--- config.mk ---
export PLATFORM = sky130hd
export DESIGN_NAME = tls_record_deframer_top
export DESIGN_NICKNAME = d
export VERILOG_FILES = /design/src/tlsrd_pkg.sv /design/src/tlsrd_parser.sv /design/src/tlsrd_out_skid.sv /design/src/tls_record_deframer_top.sv
export SDC_FILE = /design/constraint.sdc
export NUM_CORES = 1
export LEC_CHECK = 0
export BUFFER_PORTS_ARGS = -buffer_cell sky130_fd_sc_hd__buf_2
export CORE_ASPECT_RATIO = 0.9
export CORE_UTILIZATION = 54
export CTS_CLUSTER_SIZE = 40
export DETAILED_ROUTE_END_ITERATION = 10
export PLACE_DENSITY = 0.78
export SETUP_SLACK_MARGIN = 0.02
export SLEW_MARGIN = 40
export SYNTH_ARGS = -nofsm -noshare
export SYNTH_HDL_FRONTEND = slang
export SYNTH_SLANG_ARGS = --single-unit
--- constraint.sdc ---
create_clock -name aclk -period 2.4 [get_ports aclk]
set_input_delay 0.48 -clock aclk [delete_from_list [all_inputs] [get_ports aclk]]
set_output_delay 0.48 -clock aclk [all_outputs]
set_load 0.01 [all_outputs]
--- src/tlsrd_pkg.sv ---
`timescale 1ns / 1ps

package tlsrd_pkg;

    // Record content types.
    localparam logic [7:0] CT_CCS         = 8'd20;
    localparam logic [7:0] CT_ALERT       = 8'd21;
    localparam logic [7:0] CT_HANDSHAKE   = 8'd22;
    localparam logic [7:0] CT_APPLICATION = 8'd23;

    // Bytes that open a plain-text HTTP request.
    localparam logic [7:0] CHAR_G = 8'h47;
    localparam logic [7:0] CHAR_P = 8'h50;

    // Status codes carried with every result.
    localparam logic [1:0] ST_OK       = 2'd0;
    localparam logic [1:0] ST_BAD_TYPE = 2'd1;
    localparam logic [1:0] ST_HTTP     = 2'd2;
    localparam logic [1:0] ST_HALTED   = 2'd3;

    typedef struct packed {
        logic [1:0] status;
        logic [7:0] peer_minor;
        logic [7:0] peer_major;
        logic       record_last;
        logic [1:0] route;
        logic       payload_valid;
        logic [7:0] payload_byte;
    } result_t;

    // Expected byte at position pos of the tail after 'G' ("ET ") or 'P' ("OST").
    function automatic logic [7:0] sniff_char(input logic is_get, input logic [1:0] pos);
        logic [7:0] c;
        c = 8'h00;
        unique case (pos)
            2'd0: c = is_get ? 8'h45 : 8'h4F;
            2'd1: c = is_get ? 8'h54 : 8'h53;
            2'd2: c = is_get ? 8'h20 : 8'h54;
            default: c = 8'h00;
        endcase
        return c;
    endfunction

endpackage

--- src/tlsrd_parser.sv ---
`timescale 1ns / 1ps

module tlsrd_parser import tlsrd_pkg::*; (
    input  logic       aclk,
    input  logic       aresetn,
    input  logic       advance,
    input  logic [7:0] data_byte,
    output result_t    res
);

    localparam logic [3:0] PH_TYPE      = 4'd0;
    localparam logic [3:0] PH_VER_MAJOR = 4'd1;
    localparam logic [3:0] PH_VER_MINOR = 4'd2;
    localparam logic [3:0] PH_LEN_HIGH  = 4'd3;
    localparam logic [3:0] PH_LEN_LOW   = 4'd4;
    localparam logic [3:0] PH_PAYLOAD   = 4'd5;
    localparam logic [3:0] PH_SNIFF0    = 4'd6;
    localparam logic [3:0] PH_SNIFF1    = 4'd7;
    localparam logic [3:0] PH_SNIFF2    = 4'd8;
    localparam logic [3:0] PH_HALT      = 4'd9;

    logic [3:0]  phase_reg, phase_next;
    logic [7:0]  record_type_reg, record_type_next;
    logic [7:0]  ver_major_reg, ver_major_next;
    logic [7:0]  ver_minor_reg, ver_minor_next;
    logic [7:0]  length_high_reg, length_high_next;
    logic [15:0] bytes_left_reg, bytes_left_next;
    logic        first_seen_reg, first_seen_next;
    logic        sniff_match_reg, sniff_match_next;

    logic [1:0]  route_now;
    logic        is_get;
    logic        tail_hit;
    logic [1:0]  sniff_pos;
    logic [15:0] length_now;

    assign route_now  = 2'(record_type_reg - CT_CCS);
    assign is_get     = (record_type_reg == CHAR_G);
    assign sniff_pos  = 2'(phase_reg - PH_SNIFF0);
    assign tail_hit   = (data_byte == sniff_char(is_get, sniff_pos));
    assign length_now = {length_high_reg, data_byte};

    always_comb begin
        phase_next       = phase_reg;
        record_type_next = record_type_reg;
        ver_major_next   = ver_major_reg;
        ver_minor_next   = ver_minor_reg;
        length_high_next = length_high_reg;
        bytes_left_next  = bytes_left_reg;
        first_seen_next  = first_seen_reg;
        sniff_match_next = sniff_match_reg;
        res              = '0;

        unique case (phase_reg)
            PH_TYPE: begin
                record_type_next = data_byte;
                if (data_byte >= CT_CCS && data_byte <= CT_APPLICATION) begin
                    first_seen_next = 1'b1;
                    phase_next      = PH_VER_MAJOR;
                end else if (!first_seen_reg && (data_byte == CHAR_G || data_byte == CHAR_P)) begin
                    sniff_match_next = 1'b1;
                    phase_next       = PH_SNIFF0;
                end else begin
                    res.status = ST_BAD_TYPE;
                    phase_next = PH_HALT;
                end
            end
            PH_SNIFF0, PH_SNIFF1: begin
                if (!tail_hit) begin
                    sniff_match_next = 1'b0;
                end
                phase_next = 4'(phase_reg + 4'd1);
            end
            PH_SNIFF2: begin
                sniff_match_next = sniff_match_reg && tail_hit;
                res.status       = (sniff_match_reg && tail_hit) ? ST_HTTP : ST_BAD_TYPE;
                phase_next       = PH_HALT;
            end
            PH_VER_MAJOR: begin
                ver_major_next = data_byte;
                phase_next     = PH_VER_MINOR;
            end
            PH_VER_MINOR: begin
                ver_minor_next = data_byte;
                phase_next     = PH_LEN_HIGH;
            end
            PH_LEN_HIGH: begin
                length_high_next = data_byte;
                phase_next       = PH_LEN_LOW;
            end
            PH_LEN_LOW: begin
                bytes_left_next = length_now;
                if (length_now == 16'd0) begin
                    res.route       = route_now;
                    res.record_last = 1'b1;
                    res.peer_major  = ver_major_reg;
                    res.peer_minor  = ver_minor_reg;
                    phase_next      = PH_TYPE;
                end else begin
                    phase_next = PH_PAYLOAD;
                end
            end
            PH_PAYLOAD: begin
                res.payload_byte  = data_byte;
                res.payload_valid = 1'b1;
                res.route         = route_now;
                bytes_left_next   = bytes_left_reg - 16'd1;
                if (bytes_left_reg == 16'd1) begin
                    res.record_last = 1'b1;
                    res.peer_major  = ver_major_reg;
                    res.peer_minor  = ver_minor_reg;
                    phase_next      = PH_TYPE;
                end
            end
            default: begin
                // Halted, and any unused code behaves the same way.
                res.status = ST_HALTED;
                phase_next = PH_HALT;
            end
        endcase
    end

    always_ff @(posedge aclk) begin
        if (!aresetn) begin
            phase_reg       <= PH_TYPE;
            record_type_reg <= 8'd0;
            ver_major_reg   <= 8'd0;
            ver_minor_reg   <= 8'd0;
            length_high_reg <= 8'd0;
            bytes_left_reg  <= 16'd0;
            first_seen_reg  <= 1'b0;
            sniff_match_reg <= 1'b1;
        end else if (advance) begin
            phase_reg       <= phase_next;
            record_type_reg <= record_type_next;
            ver_major_reg   <= ver_major_next;
            ver_minor_reg   <= ver_minor_next;
            length_high_reg <= length_high_next;
            bytes_left_reg  <= bytes_left_next;
            first_seen_reg  <= first_seen_next;
            sniff_match_reg <= sniff_match_next;
        end
    end

    a_error_halts: assert property (@(posedge aclk) disable iff (!aresetn)
        (advance && res.status != ST_OK) |=> (phase_reg == PH_HALT))
        else $error("error status did not halt the parser");

    a_last_rearms: assert property (@(posedge aclk) disable iff (!aresetn)
        (advance && res.record_last) |=> (phase_reg == PH_TYPE))
        else $error("record end did not return to the type byte");

    a_empty_record: assert property (@(posedge aclk) disable iff (!aresetn)
        (advance && phase_reg == PH_LEN_LOW && length_high_reg == 8'd0
         && data_byte == 8'd0) |-> res.record_last)
        else $error("zero-length record not closed on its length byte");

endmodule

--- src/tlsrd_out_skid.sv ---
`timescale 1ns / 1ps

module tlsrd_out_skid import tlsrd_pkg::*; (
    input  logic    aclk,
    input  logic    aresetn,
    input  logic    in_valid,
    output logic    in_ready,
    input  result_t in_data,
    output logic    out_valid,
    input  logic    out_ready,
    output result_t out_data
);

    logic    out_valid_reg;
    logic    skid_valid_reg;
    result_t out_data_reg;
    result_t skid_data_reg;
    logic    in_fire;

    assign in_ready  = !skid_valid_reg;
    assign in_fire   = in_valid && in_ready;
    assign out_valid = out_valid_reg;
    assign out_data  = out_data_reg;

    always_ff @(posedge aclk) begin
        if (!aresetn) begin
            out_valid_reg  <= 1'b0;
            skid_valid_reg <= 1'b0;
        end else if (out_ready || !out_valid_reg) begin
            if (skid_valid_reg) begin
                out_valid_reg  <= 1'b1;
                skid_valid_reg <= 1'b0;
            end else begin
                out_valid_reg <= in_fire;
            end
        end else if (in_fire) begin
            skid_valid_reg <= 1'b1;
        end
    end

    always_ff @(posedge aclk) begin
        if (out_ready || !out_valid_reg) begin
            if (skid_valid_reg) begin
                out_data_reg <= skid_data_reg;
            end else if (in_fire) begin
                out_data_reg <= in_data;
            end
        end else if (in_fire) begin
            skid_data_reg <= in_data;
        end
    end

    a_skid_behind_out: assert property (@(posedge aclk) disable iff (!aresetn)
        skid_valid_reg |-> out_valid_reg)
        else $error("skid entry held while output register empty");

    a_stall_fills_skid: assert property (@(posedge aclk) disable iff (!aresetn)
        (in_fire && out_valid_reg && !out_ready) |=> skid_valid_reg)
        else $error("request accepted during stall was not parked");

    a_skid_drains: assert property (@(posedge aclk) disable iff (!aresetn)
        (skid_valid_reg && out_ready) |=> (!skid_valid_reg && out_valid_reg))
        else $error("skid entry did not move to the output register");

endmodule

--- src/tls_record_deframer_top.sv ---
`timescale 1ns / 1ps
// Channel  | Direction | Payload
// ---------+-----------+-------------------------------------------------------
// s_       | in        | tdata[7:0] data_byte
// m_       | out       | tdata: payload_byte, peer_major, peer_minor;
//          |           | tuser: payload_valid, route, status; tlast: record_last
//
// Each accepted input request yields exactly one result request, registered in the
// output stage and shown in the following cycle at the earliest; while s_tready is
// high a new byte can be taken every cycle, as parser phase registers update per byte.
// A two-entry output stage (result register plus skid entry) keeps accepting
// while a result waits; s_tready drops only when both are full.
// aresetn (synchronous, active low) rearms the parser and empties the output stage.

module tls_record_deframer_top import tlsrd_pkg::*; (
    input  logic        aclk,
    input  logic        aresetn,
    // Input stream, one byte per request.
    input  logic        s_tvalid,
    output logic        s_tready,
    input  logic [7:0]  s_tdata,   // [7:0] data_byte
    // Result stream, one request per input byte.
    output logic        m_tvalid,
    input  logic        m_tready,
    output logic [23:0] m_tdata,   // [7:0] payload_byte, [15:8] peer_major, [23:16] peer_minor
    output logic [4:0]  m_tuser,   // [0] payload_valid, [2:1] route, [4:3] status
    output logic        m_tlast    // record_last
);

    result_t parse_res;
    result_t out_res;
    logic    s_fire;

    assign s_fire = s_tvalid && s_tready;

    // Header parsing, payload tagging and HTTP sniffing on each accepted byte.
    tlsrd_parser u_parser (
        .aclk      (aclk),
        .aresetn   (aresetn),
        .advance   (s_fire),
        .data_byte (s_tdata),
        .res       (parse_res)
    );

    // Registered result with a skid entry so that a stall on the result side
    // does not stop the input side at once.
    tlsrd_out_skid u_out (
        .aclk      (aclk),
        .aresetn   (aresetn),
        .in_valid  (s_tvalid),
        .in_ready  (s_tready),
        .in_data   (parse_res),
        .out_valid (m_tvalid),
        .out_ready (m_tready),
        .out_data  (out_res)
    );

    assign m_tdata = {out_res.peer_minor, out_res.peer_major, out_res.payload_byte};
    assign m_tuser = {out_res.status, out_res.route, out_res.payload_valid};
    assign m_tlast = out_res.record_last;

endmodule
# Word-level counts from Yosys, hierarchy flattened
# Index checks and enable logic that the tools add are counted.
[word_totals] regBits=116 word_cells=104
[op_classes] eq_ne=19 n_reduce_logical=28 addsub=4 magnitude_cmp=2 n_mux=25 bitwise=2
[ops] cell="two-way mux 30 bit" n=2
[ops] cell="case mux 19 bit (2 select lines)" n=1
[ops] cell="case mux 16 bit (2 select lines)" n=1
[ops] cell="case mux 4 bit (7 select lines)" n=1
[ops] cell="== test 8 x 7 -> 1 bit, second input constant" n=3
[ops] cell="case mux 8 bit (3 select lines)" n=1
[ops] cell="two-way mux 19 bit" n=1
[ops] cell="two-way mux 17 bit" n=1
[ops] cell="== test 16 x 1 -> 1 bit, second input constant" n=1
[ops] cell="== test 4 x 3 -> 1 bit, second input constant" n=4
[ops] cell="logical NOT 16 bit" n=1
[ops] cell="two-way mux 4 bit" n=4
[ops] cell="AND reduction 2 bit" n=8
[ops] cell="subtractor 16 x 1 -> 16 bit, second input constant" n=1
[ops] cell="two-way mux 9 bit" n=1
[ops] cell="== test 4 x 2 -> 1 bit, second input constant" n=2
[ops] cell="== test 8 bit" n=1
[ops] cell=">= comparator 8 x 5 -> 1 bit, second input constant" n=1
[ops] cell="<= comparator 8 x 5 -> 1 bit, second input constant" n=1
[ops] cell="two-way mux 7 bit" n=1
[ops] cell="OR reduction 7 bit" n=1
[ops] cell="two-way mux 3 bit" n=2
[ops] cell="case mux 2 bit (3 select lines)" n=1
[ops] cell="two-way mux 1 bit" n=5
[ops] cell="22 further kinds" n=34

# Longest topological paths before layout
# Gate-level depths: netlist of the first run.
[depth] word_depth=9 ltp_mapped=10 ltp_nobuf=8

# Modules after synthesis
# Synthesis of the first run repeated with hierarchy kept, for this count alone.
[hier_totals] cells_unflattened=527 area_unflattened_um2=5595.4
[by_module_without_submodules] module="tlsrd_parser" area_each_um2=3189.3 instances=1 seq_area_each_um2=1081.0 cells_each=423
[by_module_without_submodules] module="tlsrd_out_skid" area_each_um2=2399.8 instances=1 seq_area_each_um2=1841.8 cells_each=103
[by_module_without_submodules] module="tls_record_deframer_top" area_each_um2=6.3 instances=1 seq_area_each_um2=0.0 cells_each=1

# Worst setup path before layout of the first run
# OpenSTA, ideal clock, no wires.
[synth_timing] path_kind="input-to-reg" from="input port m_tready" to="register u_out.skid_data_reg[0] (netlist bit) (enable)" setup_ns=0.417 stages=2 setup_slack_ns=0.045 arrival_time_ns=1.938 path_cell_list="nand2b_1 nor2_1"
[synth_between] elab_chain_len=3
[synth_rtl] element="start: declaration" line="tls_record_deframer_top.sv:24" text="input logic m_tready,"
[synth_rtl] element="logical OR 1 bit" line="tlsrd_out_skid.sv:42" text="if (out_ready || !out_valid_reg) begin"
[synth_rtl] element="NOT 1 bit (no source line)"
[synth_rtl] element="AND reduction 2 bit (no source line)"
[synth_rtl] element="end signal: assignment" line="tlsrd_out_skid.sv:49" text="skid_data_reg <= in_data;"
[synth_rtl] element="end: declaration" line="tlsrd_out_skid.sv:17" text="result_t skid_data_reg;"
# No other way between the ends.
# A chain may end at the register's enable or synchronous reset.

# Final worst setup path of the first run
[layout_timing] from="register u_parser.bytes_left_reg[2]" to="register u_out.out_data_reg, in the netlist u_out.out_data[27], data pin"
[layout_between] elab_chain_len=5
[layout_rtl] element="start: declaration" line="tlsrd_parser.sv:27" text="logic [15:0] bytes_left_reg, bytes_left_next;"
[layout_rtl] element="start signal: assignment" line="tlsrd_parser.sv:139" text="bytes_left_reg <= bytes_left_next;"
[layout_rtl] element="== test 16 x 1 -> 1 bit" line="tlsrd_parser.sv:108" text="if (bytes_left_reg == 16'd1) begin"
[layout_rtl] element="two-way mux 17 bit" line="tlsrd_parser.sv:108"
[layout_rtl] element="case mux 19 bit (2 select lines)" line="tlsrd_parser.sv:54" text="unique case (phase_reg)"
[layout_rtl] element="two-way mux 30 bit" line="tlsrd_out_skid.sv:45" text="end else if (in_fire) begin"
[layout_rtl] element="two-way mux 30 bit" line="tlsrd_out_skid.sv:43" text="if (skid_valid_reg) begin"
[layout_rtl] element="end signal: assignment" line="tlsrd_out_skid.sv:44" text="out_data_reg <= skid_data_reg;"
[layout_rtl] element="end signal: assignment" line="tlsrd_out_skid.sv:46" text="out_data_reg <= in_data;"
[layout_rtl] element="end: declaration" line="tlsrd_out_skid.sv:16" text="result_t out_data_reg;"
# No other way between the ends. The select of a mux whose other input is x is not followed.

==> impl_metrics.ini, run 1 <==
[grt]
grt_usage_pct = 28.3
grt_max_degree = 35
grt_pass1_vias = 4580
grt_pass1_wl_um = 22800
antenna_found_initial = 0
overflow = 0

[critical_path]
criticalPathCategory = flop to flop
critical-path-max-stage-delay_ns = 0.58
crit_start = u_parser.bytes_left_reg[2]
cp.required_ns = 2.68
critPathTopFamily = simple AND/OR/NAND/NOR gates
worstSetupEndpoint = u_out.out_data[27]
worst-path-max-fanout = 34
r2r_setup_slack_ns = 0.11
critPathCaptureType = flop
cp.depth = 7
path_buf_inv = 1
crit-reg2reg-capture = u_out.out_data[27]
r2r_start = u_parser.bytes_left_reg[2]
reg2reg_depth = 7
critPathLaunchType = flop
worst_path_max_delay_cell = or4_4
path_cells = or4_4 -> nor4b_4 -> and4b_2 -> nand2_2 -> a21oi_4 -> buf_12 -> a31o_1
arrival_ns = 2.57

[timing]
tns_ns = 0
clock_skew_ns = 0.00873
slew_headroom_pct = 65.1
clock.fmax_mhz = 436
tightest_slew_ns = 0.520
finalCriticalPeriod_ns = 2.29
setup_viol = 0
final_max_slew_viol_count = 0
period_share_pct = 95.5
rsz0062_at_grt = no
hold_violations = 0

[logic_synthesis]
synth-edff-count = 60
synthFlopType = edfxtp_1
synth_area_um2 = 5500
yosysWarnings = 0
syn_inst = 566
synth_nets = 584
syn_area_per_cell_um2 = 9.72
synth_seq_cells = 116
synth_most_common_cell = nand2_1
synthArstFlopShare_pct = 0
synth_top_cells_by_area = edfxtp_1 33%, dfxtp_1 20%, a21oi_1 5.5%
yosysSeqAreaShare_pct = 53.1
synth_cell_types = 61
yosys.area.top_type = edfxtp_1
yosys-top-cells-count = 65 x nand2_1, 60 x a21oi_1, 60 x edfxtp_1, 56 x dfxtp_1, 43 x nand3_1
synth_top_cell_area_share_pct = 32.7

[routing]
viasPerCell = 6.17
firstDrtPassIters = 7
wl_met2_um = 6820
m1WireLength_um = 5870
drc = 0
wl_per_cell_um = 18.9
top_layer = met4
first_iter_violations = 395
vias = 4655
drtAntennaViolNets = 0
routed_wl_um = 14300
wl_met3_um = 1200

[floorplan]
die_w_um = 108
ios = 44
die_h_um = 97.8
initial_core_util_pct = 56.2
rows = 34
core_um2 = 9780
die-area_um2 = 10600

[clock_network]
clock_latency_ns = 0.41
cts_root_buf = clkbuf_16
clock-sinks = 116
ctsHoldBuffers = 0
cts.repair.resized = 0
cts_max_level = 4
cts_setup_buffers = 0
clk_pin_slew_ns = 0.06
cts_tree = yes
cts.path.max_buffers = 2
cts_made_buffers = 17

[final_layout]
syn_to_final_growth_pct = 18.5
final_area_um2 = 6520
layout.cells.non_filler = 755
n_antenna_cell = 0
utilization_pct = 66.6
nFillCells = 733
drive_gt1_share_pct = 24.5
finalNetCount = 634

[flow_run]
cap_viol_max_count = 0

[power]
combPwrFrac_pct = 9.7
power.share.clock_pct = 46.9
ir_drop_mv = 0.513
seqPwrFrac_pct = 43.4
pwr_density_cell_nw_per_um2 = 775
p_int_mw = 3.76
p_leak_nw = 2.53
switching_share_pct = 25.6
power.switching_mw = 1.30

[place]
post-dp-hpwl_um = 8880
placedCellCount = 723
globalplace.congestion = 0.903
placed_area_um2 = 5940
io_buffers = 43

[worst_hold_path]
hold_class = primary input to flop
hold_path_depth = 3

[status]
status = complete, no violations
## power groups by stage
stage / sequential (mW) / combinational, mW / clock, mW
2_1_floorplan: 2.24 / 0.284 / 0
3_3_place_gp: 2.23 / 0.460 / 0
3_5_place_dp: 2.23 / 0.472 / 0
4_1_cts: 2.19 / 0.481 / 2.38
5_1_grt: 2.20 / 0.528 / 2.46
6_report: 2.19 / 0.490 / 2.37
## worst min path at each step
| stage | to | start |
|---|---|---|
| 2_1_floorplan | u_parser.record_type_reg[3] | u_parser.record_type_reg[3] |
| 3_3_place_gp | u_parser.record_type_reg[4] | u_parser.record_type_reg[4] |
| 3_5_place_dp | u_parser.record_type_reg[3] | u_parser.record_type_reg[3] |
| 4_1_cts | u_out.skid_valid_reg | s_tvalid |
| 5_1_grt | u_out.skid_valid_reg | s_tvalid |
| 6_report | u_out.skid_valid_reg | s_tvalid |
## stage by stage
stage	power, mW	hold WS, ns	setup WS [ns]
finish	5.05	0.421	0.108
global route	5.19	0.437	0.0213
CTS	5.06	0.414	0.0443
detailed placement	2.71	0.446	0.0850
global placement	2.69	0.437	0.159
floorplan	2.53	0.431	0.0449
## placed cells by master (no fill, tap or decap), types with 5 or more instances in the layout
cell	Yosys	final
a21oi_1	60	60
a31o_2	18	18
and2_1	35	35
and3_1	9	9
buf_2	2	43
buf_4	1	32
clkbuf_16	0	17
clkinv_4	0	5
dfxtp_1	56	55
edfxtp_1	60	60
ha_1	6	6
inv_1	14	14
mux2_2	11	11
nand2_1	65	65
nand3_1	43	43
nor2_1	27	26
nor2b_1	5	5
nor3_1	11	10
nor4_1	9	8
o21ai_0	22	22
## final cells by class
cell class | instances | area (um^2) | area share, %
sequential | 116 | 2920 | 44.9
clock inverter | 15 | 133 | 2.03
multi-input combinational | 391 | 2350 | 36.1
clock buffer | 17 | 425 | 6.53
tap | 126 | 158 | 2.42
timing repair buffer | 76 | 475 | 7.29
inverter | 14 | 52.6 | 0.806
## kinds of logic (layout without fill, tap and decap cells)
group	Yosys count	after routing	synth area share (%)
buf+inv	59	122	4.55
simple gates	225	225	21.0
mux	12	12	2.43
flops	116	116	53.1
xor+xnor	2	2	0.318
fa+ha+maj	6	6	1.36
compound gates	146	146	17.2
## worst min-delay path, delay by kind of cell
family | cells | cell delay [ns]
AND/OR/NAND/NOR | 2 | 0.18
buffers and inverters | 1 | 0.12
## routing by layer
metal  track usage [%]  up-vias
met5                 0        -
met4              12.8        0
met3              6.28       38
met1              36.6     2230
li1                  -     2155
met2              45.3      232
Note: power is estimated with default switching activity, not from simulation.
==> run 2, diff against run 1 <==
--- a/config.mk
+++ b/config.mk
@@ -10,7 +10,7 @@
 export CORE_UTILIZATION = 54
 export CTS_CLUSTER_SIZE = 40
 export DETAILED_ROUTE_END_ITERATION = 10
-export PLACE_DENSITY = 0.78
+export PLACE_DENSITY = 0.76
 export SETUP_SLACK_MARGIN = 0.02
 export SLEW_MARGIN = 40
 export SYNTH_ARGS = -nofsm -noshare
==> constraint.sdc (replaced) <==
create_clock -name aclk -period 2.4 [get_ports aclk]
set_input_delay 0.48 -clock aclk [delete_from_list [all_inputs] [get_ports aclk]]
set_output_delay 0.48 -clock aclk [all_outputs]
set_load 0.005 [all_outputs]
==> run 2 against run 1 <==
Compared with the run above:
- utilization grew 1.8 points
- fmax shrank 1.7%
- critical path depth grew 1
- clock-buffer cell count grew 1
- largest power group unchanged
==> impl_metrics.ini, run 2 (synthesized netlist as in run 1, its figures left out) <==
[status]
status = complete, no violations

[place]
globalplace.congestion = 0.898
place_ws_ns = 0.0577
placed_area_um2 = 5960
post-dp-hpwl_um = 8650
io_buffers = 43

[routing]
viasPerCell = 6.21
drtAntennaViolNets = 0
firstDrtPassIters = 6
first_iter_violations = 455
routed_wl_um = 14400
drc = 0
vias = 4744
wl_per_cell_um = 18.8

[power]
ir_drop_mv = 0.488
power_mw = 5.19
pwr_density_cell_nw_per_um2 = 776
p_leak_nw = 2.61
switching_share_pct = 23.7
combPwrFrac_pct = 9.3
seqPwrFrac_pct = 42.2
power.switching_mw = 1.23
power.share.clock_pct = 48.5
p_int_mw = 3.96

[critical_path]
critPathCaptureType = flop
worst-path-max-fanout = 8
critPathTopFamily = simple AND/OR/NAND/NOR gates
path_buf_inv = 2
path_cells = or4_4 -> nor4b_4 -> and4b_1 -> nand2_2 -> a21oi_4 -> buf_12 -> clkbuf_16 -> and2_1
worst_path_max_delay_cell = or4_4
cp.required_ns = 2.67
critical-path-max-stage-delay_ns = 0.55
arrival_ns = 2.60
critPathLaunchType = flop
criticalPathCategory = flop to flop

[final_layout]
final_area_um2 = 6700
utilization_pct = 68.4
final_common_cell = nand2_1
layout.cells.most_common_list = 64 x nand2_1, 60 x a21oi_1, 60 x edfxtp_1
syn_to_final_growth_pct = 21.7
drive_gt1_share_pct = 25.4
finalNetCount = 643
n_antenna_cell = 0

[timing]
period_share_pct = 97.1
slew_headroom_pct = 63.6
setup_viol = 0
rsz0062_at_grt = no
clock.fmax_mhz = 429
final_max_slew_viol_count = 0
finalCriticalPeriod_ns = 2.33
fin_hold_ws_ns = 0.388
tightest_slew_ns = 0.541
setup_ws_ns = 0.0685
hold_violations = 0
clock_skew_ns = 0.00750

[clock_network]
clock_latency_ns = 0.41
cts.path.max_buffers = 2
cts_root_buf = clkbuf_16
cts_made_buffers = 17
cts_tree = yes
clock-sinks = 116
ctsHoldBuffers = 0
clk_pin_slew_ns = 0.06
cts_max_level = 4

[floorplan]
core_um2 = 9780
die_w_um = 108
die-area_um2 = 10600
rows = 34
die_h_um = 97.8
ios = 44
initial_core_util_pct = 56.2

[grt]
antenna_found_initial = 0
overflow = 0
grt_max_degree = 50
grt_pass1_vias = 4613
grt_usage_pct = 27.7
grt_pass1_wl_um = 22400

[worst_hold_path]
hold_class = primary input to flop

[flow_run]
cap_viol_max_count = 0
## run 2: stage by stage
| stage | TNS (ns) | std cells |
|---|---|---|
| after floorplan | 0 | 566 |
| after global placement | -0.358 | 724 |
| after detailed placement | 0 | 724 |
| after CTS | 0 | 756 |
| after global routing | 0 | 764 |
| final | 0 | 764 |
## run 2: power groups by stage
stage	sequential, mW	clock [mW]	combinational (mW)
floorplan	2.23	0	0.284
global placement	2.23	0	0.455
detailed placement	2.23	0	0.467
CTS	2.19	2.54	0.472
global route	2.20	2.62	0.527
finish	2.19	2.52	0.484
## run 2: layout make-up
type / count / area (um^2)
fill: 707 / 3090
tap: 126 / 158
sequential: 116 / 2920
inverter: 14 / 52.6
timing repair buffer: 85 / 611
clock buffer: 18 / 429
multi-input combinational: 391 / 2360
clock inverter: 14 / 160
## run 2: path summary, 6_finish.rpt
kind                                             startpoint                     endpoint  slack, ns  cells past startpoint
worst max-delay path             u_parser.bytes_left_reg[3]      u_out.skid_data_reg[13]       0.07                      8
worst min-delay path                             s_tdata[3]    u_parser.ver_minor_reg[3]       0.39                      3
worst max register to register   u_parser.bytes_left_reg[3]      u_out.skid_data_reg[13]       0.07                      8
worst min register to register  u_parser.record_type_reg[3]  u_parser.record_type_reg[3]       0.46                      2
## run 2: worst register-to-register path, stage by stage, from the launching register on
cell and delay, ns:
dfxtp_1 0.34, or4_4 0.55, nor4b_4 0.34, and4b_1 0.30, nand2_2 0.09, a21oi_4 0.15
buf_12 0.14, clkbuf_16 0.15, and2_1 0.14
## run 2: repair_timing
| item | 4_1_cts | 5_1_grt |
|---|---|---|
| buffers inserted | 0 | 4 |
| endpoints found under the setup margin | 0 | 38 |
| gates resized for setup | 0 | 6 |
## run 2: routing by layer
layer	GRT usage [%]	share of wire [%]
met1	35.9	41
met2	44.4	49
met3	6.54	7.9
met4	11.3	1.8
met5	0	0
